--- src/hdl/hidt_pkg.sv ---
package hidt_pkg;

  localparam int unsigned TABLE_DEPTH_DEF = 1024;
  localparam int unsigned ID_BASE_DEF     = 1;

  localparam int unsigned ID_W     = 16;
  localparam int unsigned TYPE_W   = 4;
  localparam int unsigned HANDLE_W = 64;
  localparam int unsigned EXTRA_W  = 64;
  localparam int unsigned LIVE_W   = 11;

  typedef enum logic [1:0] {
    OP_ALLOC  = 2'd0,
    OP_DELETE = 2'd1,
    OP_GET    = 2'd2,
    OP_FIND   = 2'd3
  } op_e;

  typedef enum logic [2:0] {
    ST_CLEAR,
    ST_IDLE,
    ST_READ,
    ST_SCAN,
    ST_RESP
  } state_e;

  typedef struct packed {
    op_e                 operation;
    logic [TYPE_W-1:0]   object_type;
    logic [HANDLE_W-1:0] object_handle;
    logic [EXTRA_W-1:0]  extra_word;
    logic [ID_W-1:0]     object_id;
  } req_t;

  typedef struct packed {
    logic                status;
    logic [ID_W-1:0]     result_id;
    logic [TYPE_W-1:0]   result_type;
    logic [HANDLE_W-1:0] result_handle;
    logic [EXTRA_W-1:0]  result_extra;
    logic                result_occupied;
    logic [LIVE_W-1:0]   live_entries;
  } res_t;

  typedef struct packed {
    logic                occupied;
    logic [TYPE_W-1:0]   obj_type;
    logic [HANDLE_W-1:0] obj_handle;
    logic [EXTRA_W-1:0]  obj_extra;
  } slot_t;

endpackage

--- src/hdl/hidt_outreg.sv ---
module hidt_outreg import hidt_pkg::*; (
  input  logic clk_i,
  input  logic rst_ni,
  input  logic res_valid_i,
  output logic res_ready_o,
  input  res_t res_i,
  output logic out_valid_o,
  input  logic out_ready_i,
  output res_t out_o
);

  logic valid_q, valid_d;
  res_t data_q;

  // A new result may be loaded whenever the register is empty or the held one leaves in this cycle.
  assign res_ready_o = !valid_q || out_ready_i;

  always_comb begin
    valid_d = valid_q;
    if (res_ready_o) valid_d = res_valid_i;
  end

  always_ff @(posedge clk_i or negedge rst_ni) begin
    if (!rst_ni) begin
      valid_q <= 1'b0;
    end else begin
      valid_q <= valid_d;
    end
  end

  always_ff @(posedge clk_i) begin
    if (res_ready_o && res_valid_i) data_q <= res_i;
  end

  assign out_valid_o = valid_q;
  assign out_o       = data_q;

endmodule

--- config.mk ---
export PLATFORM = sky130hd
export DESIGN_NAME = hidt_outreg
export DESIGN_NICKNAME = d
export VERILOG_FILES = /design/src/hdl/hidt_pkg.sv /design/src/hdl/hidt_outreg.sv
export SDC_FILE = /design/constraint.sdc
export NUM_CORES = 1
export LEC_CHECK = 0
export ABC_AREA = 1
export BUFFER_PORTS_ARGS = -buffer_cell sky130_fd_sc_hd__clkbuf_2
export CAP_MARGIN = 20
export CORE_AREA = 2 2 126 128
export CTS_BUF_LIST = sky130_fd_sc_hd__clkbuf_8
export CTS_CLUSTER_SIZE = 10
export DETAILED_ROUTE_END_ITERATION = 10
export DIE_AREA = 0 0 128 130
export PLACE_DENSITY = 0.66
export SLEW_MARGIN = 0
export SYNTH_ARGS = -nofsm -noshare
export SYNTH_HDL_FRONTEND = slang
export SYNTH_SLANG_ARGS = --single-unit
--- constraint.sdc ---
create_clock -name clk_i -period 9.2 [get_ports clk_i]
set_clock_uncertainty 0.1 [all_clocks]
set_input_delay 1.84 -clock clk_i [delete_from_list [all_inputs] [get_ports clk_i]]
set_output_delay 1.84 -clock clk_i [all_outputs]
set_load 0.01 [all_outputs]
==> results by group, run 1 <==
Cells and area
  – Layout fillers: 1,397
  – Area growth, synth to finish: 46.41%
  – Commonest non-fill, non-tap cells in the layout: clkbuf_2, edfxtp_1, clkbuf_8
  – Nets: 680
  – Most common cell after layout, fill and taps aside: clkbuf_2
  – Share of cells above drive strength 1: 68.37%
  – Ant. Diodes: 0

GRT
  – GR Util met1: 14.48%
  – Global-route wire length before repair: 15.86 mm
  – GR peak layer: met2
  – Largest net degree at the start of global routing: 78
  – Antenna violations before repair: 0
  – GRT overflow: 0
  – Vias in the first global route: 3,099
  – Met2 usage: 20.82%
  – Met3 Use GR: 5.863%
  – Total routing usage reported by global routing: 13.03%

Timing
  – Setup_tns: 0 ps
  – Relative slew margins: 36.39%
  – Setup ws final: 5031 ps
  – Slew Viols, Final: 0
  – Unrepaired setup endpoints after global routing: false
  – FMAX: 239.9 MHz
  – Period minus WS final: 4169 ps
  – Hold Fails Final Rpt: 0
  – Worst slew pin tran: 954.2 ps
  – Final period utilization: 45.31%
  – Final setup fails: 0

Worst setup path
  – Slowest stage delay, CP: 130 ps
  – Crit-path most repeated cell: clkbuf_2
  – Max FO, Critical Path: 2
  – Worst Reg-to-Reg Cells: 2
  – CP top delay family: buffers and inverters
  – Worst setup SP type: input port
  – Crit path kind: input port to output port
  – Worst endpoint required time: 7260 ps
  – Slowest CP cell: clkbuf_2
  – Buf/Inv on CP: 3
  – CP Depth: 4
  – Crit path arrival time: 2230 ps
  – Critical path endpoint category: output port
  – Worst-path cell chain: clkbuf_2, inv_1, nand2_1, clkbuf_2

Clock tree
  – Max clock buf depth: 2
  – # clock sinks: 162
  – CTS H-tree lvls: 4
  – Hold Buf Count CTS: 0
  – TritonCTS clock tree: done
  – Clock root cell: clkbuf_8
  – CTS Buf Count: 17
  – Post-cts sizing count: 0
  – # Post-CTS Setup Buffers: 0
  – Skew-Pair Late Insertion Delay: 440 ps
  – Reg clk slew, reported paths: 80 ps

Synth
  – Distinct cells, synth: 5
  – Sequential cell area fraction in the yosys report: 99.59%
  – Synth Register Bits: 162
  – Syn avg cell area: 29.22 um^2
  – Synth warnings: 0
  – Synthesized instance count: 167
  – Synth Net Count: 332
  – Mapped cell area: 4880 um^2

Hold path
  – Worst Hold Class: register to register
  – Cell count of the worst hold path: 2

Place
  – Final GP Congestion: 0.6752
  – Final HPWL DP: 8.554 mm
  – DP Worst Slack: 5027 ps
  – PortBufs: 327

Route
  – Starting DRT DRC Count: 155
  – Vias: 3,000
  – WL final: 11.28 mm
  – Detail Route Antenna Nets: 0
  – DR vias/cell: 4.167
  – Post-route DRC: 0
  – DR WL/cell: 15.67 um
  – DR pass1 iterations: 4

Die
  – Die Span Y: 130 um
  – Starting density of the core: 31.64%
  – Die X: 128 um
  – DIE AREA: 16,640 um^2
  – Core area: 15,420 um^2
  – Top Ports: 328
  – # rows: 46

Status
  – Status: completed

Pwr
  – PD cells: 204.4 nW/um^2
  – Peak VDD IR: 0.09850 mV
  – Lkg Pwr: 3.117 nW

Job
  – Max cap viols: 0
per-layer routing:
| layer | up-vias | wire, um |
|---|---|---|
| met4 | 0 | 322 |
| met3 | 23 | 1212 |
| met5 | - | 0 |
| met1 | 1417 | 4169 |
| met2 | 187 | 5577 |
| li1 | 1373 | - |
path summary, 6_finish.rpt:
path | start | endpoint | slack, ps
setup reg to reg | out_valid_o$_DFFE_PN0P_ | out_o[54]$_DFFE_PP_ | 7110
min in group asynchronous | rst_ni | out_valid_o$_DFFE_PN0P_ | 1060
hold reg to reg | out_valid_o$_DFFE_PN0P_ | out_valid_o$_DFFE_PN0P_ | 510
setup / recovery | out_ready_i | res_ready_o | 5030
max in group asynchronous | rst_ni | out_valid_o$_DFFE_PN0P_ | 7850
hold / removal | out_valid_o$_DFFE_PN0P_ | out_valid_o$_DFFE_PN0P_ | 510
through the flow:
step	instances	hold WS [ps]	area (um^2)	total power, W	utilization, %
after global placement	688	477.7	6783	0.001000	43.97
after detailed placement	688	488.7	6783	0.001004	43.97
after global routing	720	563.8	7144	0.001523	46.32
after floorplan	167	531.4	4883	0.0009294	-
after CTS	720	509.5	7144	0.001485	46.32
final	720	509.8	7144	0.001460	46.32
registers in the layout, summed over array words and instances, names as in the netlist:
signal,cells
out_o,161
out_valid_o,1
report_power, final:
group	internal, W	switching [W]
logic	0.0000492	0.0000636
registers	0.000861	0.0000107
clock network	0.000196	0.000280
cell families (layout without fill, tap and decap cells):
family / after synthesis / after routing / synth area share (%)
flip-flops: 162 / 162 / 99.59
AND/OR/NAND/NOR: 2 / 2 / 0.1539
buffers and inverters: 2 / 363 / 0.1539
AO/OA/AOI/OAI: 1 / 1 / 0.1025
synthesized netlist by cell type:
library cell / instances / area, um^2
inv_1: 2 / 7.510
nand2_1: 2 / 7.510
a21oi_1: 1 / 5.000
edfxtp_1: 161 / 4835
dfrtp_1: 1 / 25.02
worst min-delay path: stages (launching register included):
cell and delay [ps]:
dfrtp_1 430, nand2_1 100, nand2_1 60
layout make-up:
class,instances,area (um^2),area share [%]
Clock inverter,15,127.6,1.786
Tap cell,192,240.2,3.363
Sequential cell,162,4860,68.02
Clock buffer,17,234.0,3.275
Multi-Input combinational cell,3,23.77,0.3327
Timing Repair Buffer,329,1652,23.12
Inverter,2,7.507,0.1051
No activity file was read; power rests on OpenSTA's default activity.
==> run 2, diff against run 1 <==
==> constraint.sdc (replaced) <==
create_clock -name clk_i -period 3.8 [get_ports clk_i]
set_clock_uncertainty 0.1 [all_clocks]
set_input_delay 0.76 -clock clk_i [delete_from_list [all_inputs] [get_ports clk_i]]
set_output_delay 0.76 -clock clk_i [all_outputs]
set_load 0.01 [all_outputs]
==> run 2 against run 1 <==
  * Clock power is 140% higher
  * Cell area is 0.72% higher
  * Sequential power is 140% higher
  * Routed wire length is 1.7% higher
  * Total power is 140% higher
  * Die area stayed put
  * Utilization is 0.33 points higher
  * Combinational power is 150% higher
  * Via count is 0.67% higher
  * Hold slack worse by 120 ps
  * Sequential share of layout area is 0.48 points lower
==> results by group, run 2 (synthesized netlist as in run 1, its figures left out) <==
Cells and area
  – Most common cell after layout, fill and taps aside: clkbuf_2
  – Area growth, synth to finish: 47.46%
  – Design area: 7196 um^2 (+0.72%)
  – Commonest non-fill, non-tap cells in the layout: clkbuf_2, edfxtp_1, clkbuf_8
  – Util after Layout: 46.65% (+0.33 points)
  – Share of cells above drive strength 1: 68.43% (about the same)
  – Final Instance Count excl. Fillers: 721 (+0.14%)
  – Layout fillers: 1,372 (-1.8%)
  – Nets: 681 (+0.15%)
  – Ant. Diodes: 0 (unchanged)
  – Max reg flops: 161 (unchanged)

GRT
  – Vias in the first global route: 3,046 (-1.7%)
  – Total routing usage reported by global routing: 13.34% (+0.31 points)
  – GRT overflow: 0 (unchanged)
  – Antenna violations before repair: 0 (unchanged)
  – Largest net degree at the start of global routing: 79 (+1.3%)
  – Global-route wire length before repair: 15.99 mm (+0.87%)

Die
  – DIE AREA: 16,640 um^2 (unchanged)
  – Starting density of the core: 31.64% (unchanged)
  – Core area: 15,420 um^2 (unchanged)
  – # rows: 46 (unchanged)
  – Die X: 128 um (unchanged)
  – Top Ports: 328 (unchanged)
  – Die Span Y: 130 um (unchanged)

Job
  – Max cap viols: 0 (unchanged)

Clock tree
  – TritonCTS clock tree: done
  – CTS Buf Count: 17 (unchanged)
  – Max clock buf depth: 2 (unchanged)
  – # Post-CTS Setup Buffers: 0 (unchanged)
  – Skew-Pair Late Insertion Delay: 440 ps (about the same)
  – # clock sinks: 162 (unchanged)
  – Clock root cell: clkbuf_8
  – Reg clk slew, reported paths: 90 ps (about the same)
  – CTS H-tree lvls: 4 (unchanged)

Place
  – DP Worst Slack: 1569 ps (-3458 ps)
  – PortBufs: 327 (unchanged)
  – Final HPWL DP: 8.810 mm (+3.0%)
  – Final GP Congestion: 0.8017 (+19%)
  – Cells after DPL: 688 (unchanged)
  – Area after DPL: 6820 um^2 (+0.55%)

Timing
  – Relative slew margins: 71.46% (+35 points)
  – Worst slew pin tran: 428.1 ps (-526.1 ps)
  – Period minus WS final: 2035 ps
  – Final period utilization: 53.55%
  – Unrepaired setup endpoints after global routing: false
  – Hold Fails Final Rpt: 0 (unchanged)
  – FMAX: 491.4 MHz
  – Final setup fails: 0 (unchanged)
  – Slew Viols, Final: 0 (unchanged)
  – Setup ws final: 1765 ps (-3266 ps)

Route
  – DR vias/cell: 4.189 (+0.53%)
  – DR WL/cell: 15.92 um (+1.6%)
  – Detail Route Antenna Nets: 0 (unchanged)
  – DR pass1 iterations: 4 (unchanged)
  – WL final: 11.48 mm (+1.7%)
  – Post-route DRC: 0 (unchanged)
  – Vias: 3,020 (+0.67%)
  – Starting DRT DRC Count: 176 (+14%)

Worst setup path
  – CP startpoint: out_ready_i
  – Worst setup SP type: input port
  – Crit path arrival time: 1170 ps (-1060 ps)
  – Worst endpoint required time: 2940 ps (-4320 ps)
  – Slowest CP cell: clkbuf_2
  – Max FO, Critical Path: 2 (unchanged)
  – Worst-path cell chain: clkbuf_2, inv_12, nand2_1, clkbuf_2
  – Crit-path most repeated cell: clkbuf_2
  – Critical path endpoint category: output port
  – Reg-to-reg critical path startpoint: out_valid_o$_DFFE_PN0P_
  – Crit path kind: input port to output port
  – Slowest stage delay, CP: 170 ps (+40 ps)

Pwr
  – PD cells: 492.8 nW/um^2 (+140%)
  – Lkg Pwr: 3.111 nW (-0.21%)
  – Tot Pwr: 0.003546 W (+140%)
  – Peak VDD IR: 0.2340 mV (+140%)

Hold path
  – Hold Startpoint: res_i[121]
  – Worst Hold Class: input port to register

Status
  – Status: completed
[run 2: repair_timing]
item                                   4_1_cts  5_1_grt
hold buffers                                 1        0
gates resized for setup                      0        0
endpoints found under the hold margin        1        0
[run 2: routing by layer]
metal  GRT usage (%)  wire length (um)  part of all wire, %  up-vias
met3           6.232              1141                  9.9       22
li1                -                 -                    -     1374
met2           22.40              5989                   52      180
met1           13.81              4040                   35     1444
met4           7.757               304                  2.6        0
met5               0                 0                    0        -
[run 2: cell type report]
class	instances	area [um^2]	area share, %
timing repair buffer	330	1687	23.44
multi-input combinational	3	23.77	0.3304
clock buffer	17	234.0	3.252
clock inverter	15	131.4	1.826
sequential	162	4860	67.54
inverter	2	20.02	0.2782
tap	192	240.2	3.339
[run 2: path summary, 6_finish.rpt]
check	to	slack, ps	cells after the start
min	out_o[121]$_DFFE_PP_	390	1
max reg2reg	out_o[24]$_DFFE_PP_	2110	2
min reg2reg	out_valid_o$_DFFE_PN0P_	500	2
max	res_ready_o	1770	4
min in group asynchronous	out_valid_o$_DFFE_PN0P_	510	2
max in group asynchronous	out_valid_o$_DFFE_PN0P_	3000	2
[run 2: per-stage QoR]
step	hold WS, ps	TNS, ps
2_1_floorplan	364.4	-25570
3_3_place_gp	437.7	0
3_5_place_dp	436.8	0
4_1_cts	333.1	0
5_1_grt	338.5	0
6_report	387.1	0
[run 2: power by group]
group	total, W	leakage, nW	switching (W)	internal, W
clock network	0.00116	0.167	0.000639	0.000519
registers	0.00211	1.54	0.0000268	0.00208
logic	0.000279	1.40	0.000155	0.000124
total	0.00355	3.11	0.000820	0.00273
[run 2: critical path: cells and delay by family]
kind	cells	cell delay, ps
buffers and inverters	3	350
and+or+nand+nor	1	70
==> run 3, diff against run 2 <==
--- a/config.mk
+++ b/config.mk
@@ -8,12 +8,12 @@
 export ABC_AREA = 1
 export BUFFER_PORTS_ARGS = -buffer_cell sky130_fd_sc_hd__clkbuf_2
 export CAP_MARGIN = 20
-export CORE_AREA = 2 2 126 128
+export CORE_AREA = 2 2 128 130
 export CTS_BUF_LIST = sky130_fd_sc_hd__clkbuf_8
 export CTS_CLUSTER_SIZE = 10
 export DETAILED_ROUTE_END_ITERATION = 10
-export DIE_AREA = 0 0 128 130
-export PLACE_DENSITY = 0.66
+export DIE_AREA = 0 0 130 132
+export PLACE_DENSITY = 0.61
 export SLEW_MARGIN = 0
 export SYNTH_ARGS = -nofsm -noshare
 export SYNTH_HDL_FRONTEND = slang
==> constraint.sdc (replaced) <==
create_clock -name clk_i -period 1.9 [get_ports clk_i]
set_clock_uncertainty 0.1 [all_clocks]
set_input_delay 0.38 -clock clk_i [delete_from_list [all_inputs] [get_ports clk_i]]
set_output_delay 0.38 -clock clk_i [all_outputs]
set_load 0.01 [all_outputs]
==> run 3 against run 2 <==
  * The run now fails in 4_1_cts
  * Synthesized cell count unchanged
  * Area after synthesis unchanged
==> results by group, run 3 <==
Place
  – Final GP Congestion: 0.7931 (-1.1%)
  – Final HPWL DP: 9.405 mm (+6.7%)
  – PortBufs: 327 (unchanged)
  – Cells after DPL: 715 (+3.9%)

Clock tree
  – Post-cts sizing count: 0 (unchanged)
  – Hold Buf Count CTS: 150 (+149)
  – CTS Buf Count: 17 (unchanged)
  – CTS H-tree lvls: 4 (unchanged)
  – Clock root cell: clkbuf_8
  – # Post-CTS Setup Buffers: 0 (unchanged)
  – Max clock buf depth: 2 (unchanged)
  – # clock sinks: 162 (unchanged)

Synth
  – Synth top area share: 99.08% (unchanged)
  – Synth Net Count: 332 (unchanged)
  – Top cells by area, synth: edfxtp_1, dfrtp_1, inv_1, nand2_1, a21oi_1
  – FFs w/ async S/R, synth: 0.6173% (unchanged)
  – Synth Register Bits: 162 (unchanged)
  – Post-synth EDFFs: 161 (unchanged)
  – Largest area contributor in the netlist: edfxtp_1
  – Syn avg cell area: 29.22 um^2 (unchanged)
  – Cell with the most instances after synthesis: edfxtp_1
  – Mapped cell area: 4880 um^2 (unchanged)
  – Post-synth top flop: edfxtp_1
  – Distinct cells, synth: 5 (unchanged)
  – Synthesized instance count: 167 (unchanged)
  – Synth cell count leaders: edfxtp_1, inv_1, nand2_1, a21oi_1, dfrtp_1
  – Synth warnings: 0 (unchanged)
  – Sequential cell area fraction in the yosys report: 99.59% (unchanged)

Die
  – Die X: 130 um (+1.6%)
  – Starting density of the core: 31.06% (-0.58 points)
  – Die Span Y: 132 um (+1.5%)
  – # rows: 46 (unchanged)
  – Top Ports: 328 (unchanged)

Status
  – Exit stage: 4_1_cts
  – Status: aborted with a tool error
  – Err: [ERROR RSZ-0060] Max buffer count reached.
run 3: metrics by stage:
stage	setup slack [ps]	area [um^2]
after floorplan	-1759	4903
after global placement	282.1	6898
after detailed placement	256.3	6898
run 3: logic make-up after synthesis:
| group | after synthesis | share of synthesized area (%) |
|---|---|---|
| AOI/OAI and AO/OA | 1 | 0.1025 |
| buffers and inverters | 2 | 0.1539 |
| and+or+nand+nor | 2 | 0.1539 |
| DFF | 162 | 99.59 |
==> run 4, diff against run 3 <==
--- a/config.mk
+++ b/config.mk
@@ -8,12 +8,10 @@
 export ABC_AREA = 1
 export BUFFER_PORTS_ARGS = -buffer_cell sky130_fd_sc_hd__clkbuf_2
 export CAP_MARGIN = 20
-export CORE_AREA = 2 2 128 130
-export CTS_BUF_LIST = sky130_fd_sc_hd__clkbuf_8
-export CTS_CLUSTER_SIZE = 10
+export CORE_MARGIN = 1.5
+export CORE_UTILIZATION = 25
 export DETAILED_ROUTE_END_ITERATION = 10
-export DIE_AREA = 0 0 130 132
-export PLACE_DENSITY = 0.61
+export PLACE_DENSITY_LB_ADDON = 0.15
 export SLEW_MARGIN = 0
 export SYNTH_ARGS = -nofsm -noshare
 export SYNTH_HDL_FRONTEND = slang
==> run 4 against run 3 <==
  * The run now ends clean
==> results by group, run 4 (synthesized netlist as in run 1, its figures left out) <==
Status
  – Status: completed

Clock tree
  – TritonCTS clock tree: done
  – Reg clk slew, reported paths: 70 ps
  – # clock sinks: 162 (unchanged)
  – CTS H-tree lvls: 4 (unchanged)
  – Clock root cell: clkbuf_16
  – CTS Buf Count: 17 (unchanged)
  – # Post-CTS Setup Buffers: 0 (unchanged)
  – Skew-Pair Late Insertion Delay: 410 ps
  – Max clock buf depth: 2 (unchanged)
  – Post-cts sizing count: 0 (unchanged)
  – Hold Buf Count CTS: 1 (-99%)

Worst setup path
  – Crit path kind: register to output port
  – Worst endpoint required time: 1420 ps
  – Worst-path cell chain: nand2_1, clkbuf_2
  – Worst setup SP type: register
  – Crit path arrival time: 1070 ps
  – Slowest CP cell: dfrtp_1
  – Slowest stage delay, CP: 420 ps
  – Max FO, Critical Path: 3
  – CP top delay family: flip-flops
  – Buf/Inv on CP: 1
  – Critical path endpoint category: output port

Die
  – Starting density of the core: 25.83% (-5.2 points)
  – Die Span Y: 142.7 um (+8.1%)
  – DIE AREA: 20,370 um^2
  – Core area: 18,890 um^2
  – Top Ports: 328 (unchanged)
  – # rows: 50 (+8.7%)
  – Die X: 142.7 um (+9.8%)

Cells and area
  – Most common cell after layout, fill and taps aside: clkbuf_2
  – Max reg flops: 161
  – Nets: 688
  – Share of cells above drive strength 1: 68.41%
  – Util after Layout: 40.47%
  – Layout fillers: 1,780
  – Ant. Diodes: 0
  – Final Instance Count excl. Fillers: 795
  – Area growth, synth to finish: 56.69%
  – Commonest non-fill, non-tap cells in the layout: clkbuf_2, edfxtp_1, clkbuf_16

Pwr
  – Lkg Pwr: 3.296 nW
  – PD cells: 1111 nW/um^2
  – Peak VDD IR: 0.5938 mV
  – Tot Pwr: 0.008496 W

Timing
  – Period minus WS final: 1545 ps
  – Relative slew margins: 87.04%
  – Worst slew pin tran: 194.3 ps
  – Final period utilization: 81.33%
  – FMAX: 647.2 MHz
  – Unrepaired setup endpoints after global routing: false
  – Slew Viols, Final: 0
  – Final setup fails: 0
  – Setup_tns: 0 ps
  – Hold Fails Final Rpt: 0

Route
  – WL final: 12.24 mm
  – Detail Route Antenna Nets: 0
  – Post-route DRC: 0
  – DR vias/cell: 3.806
  – Vias: 3,026
  – DR pass1 iterations: 4
  – DR WL/cell: 15.40 um
  – Starting DRT DRC Count: 61

Place
  – Cells after DPL: 762 (+6.6%)
  – PortBufs: 327 (unchanged)
  – Final HPWL DP: 9.531 mm (+1.3%)
  – Final GP Congestion: 0.7031 (-11%)

Job
  – Max cap viols: 0

GRT
  – Antenna violations before repair: 1
  – Largest net degree at the start of global routing: 35
  – Total routing usage reported by global routing: 11.82%
  – Global-route wire length before repair: 17.21 mm
  – Vias in the first global route: 3,119
  – GRT overflow: 0

Hold path
  – Worst Hold Class: input port to register
run 4: cell type report:
type	count	area, um^2	area share (%)
Timing Repair Buffer	337	1779	23.27
Inverter	2	20.02	0.2618
Clock inverter	12	205.2	2.684
Multi-Input combinational cell	3	23.77	0.3109
Clock buffer	19	432.9	5.662
Sequential cell	162	4860	63.56
Tap cell	260	325.3	4.255
run 4: worst paths after layout:
check                                         from                 endpoint  slack, ps  cells past startpoint
max                        out_valid_o$_DFFE_PN0P_              res_ready_o        350                      2
min                                     res_i[118]     out_o[118]$_DFFE_PP_         30                      1
max reg2reg                out_valid_o$_DFFE_PN0P_     out_o[154]$_DFFE_PP_        440                      3
min reg2reg                out_valid_o$_DFFE_PN0P_  out_valid_o$_DFFE_PN0P_        490                      2
max in group asynchronous                   rst_ni  out_valid_o$_DFFE_PN0P_       1440                      2
min in group asynchronous                   rst_ni  out_valid_o$_DFFE_PN0P_        170                      2
run 4: routing by layer:
| layer | wire [um] | up-vias | part of all wire [%] | global-route usage [%] |
|---|---|---|---|---|
| met5 | 13 | - | 0.11 | 0 |
| met4 | 196 | 2 | 1.6 | 5.100 |
| met3 | 1717 | 16 | 14 | 7.780 |
| met2 | 6027 | 214 | 49 | 19.57 |
| met1 | 4290 | 1405 | 35 | 11.57 |
| li1 | - | 1389 | - | - |
run 4: report_power, final:
group / internal [W] / leakage (nW) / total [W] / switching, W
combinational: 0.000272 / 1.45 / 0.000591 / 0.000319
clock: 0.00234 / 0.304 / 0.00369 / 0.00135
sequential: 0.00417 / 1.54 / 0.00422 / 0.0000515
run 4: worst register-to-register path: stages (launching register included):
cell,delay (ps)
dfrtp_1,420
a21oi_4,180
buf_12,200
buf_12,240
run 4: stage by stage:
step                setup WS, ps  hold WS [ps]  cell area (um^2)
floorplan                  -1759        -15.59              4903
finish                     354.8         33.28              7646
CTS                        327.0         10.50              7636
global route               278.7         2.018              7646
global placement           319.3         55.09              6988
detailed placement         300.8         56.63              6988
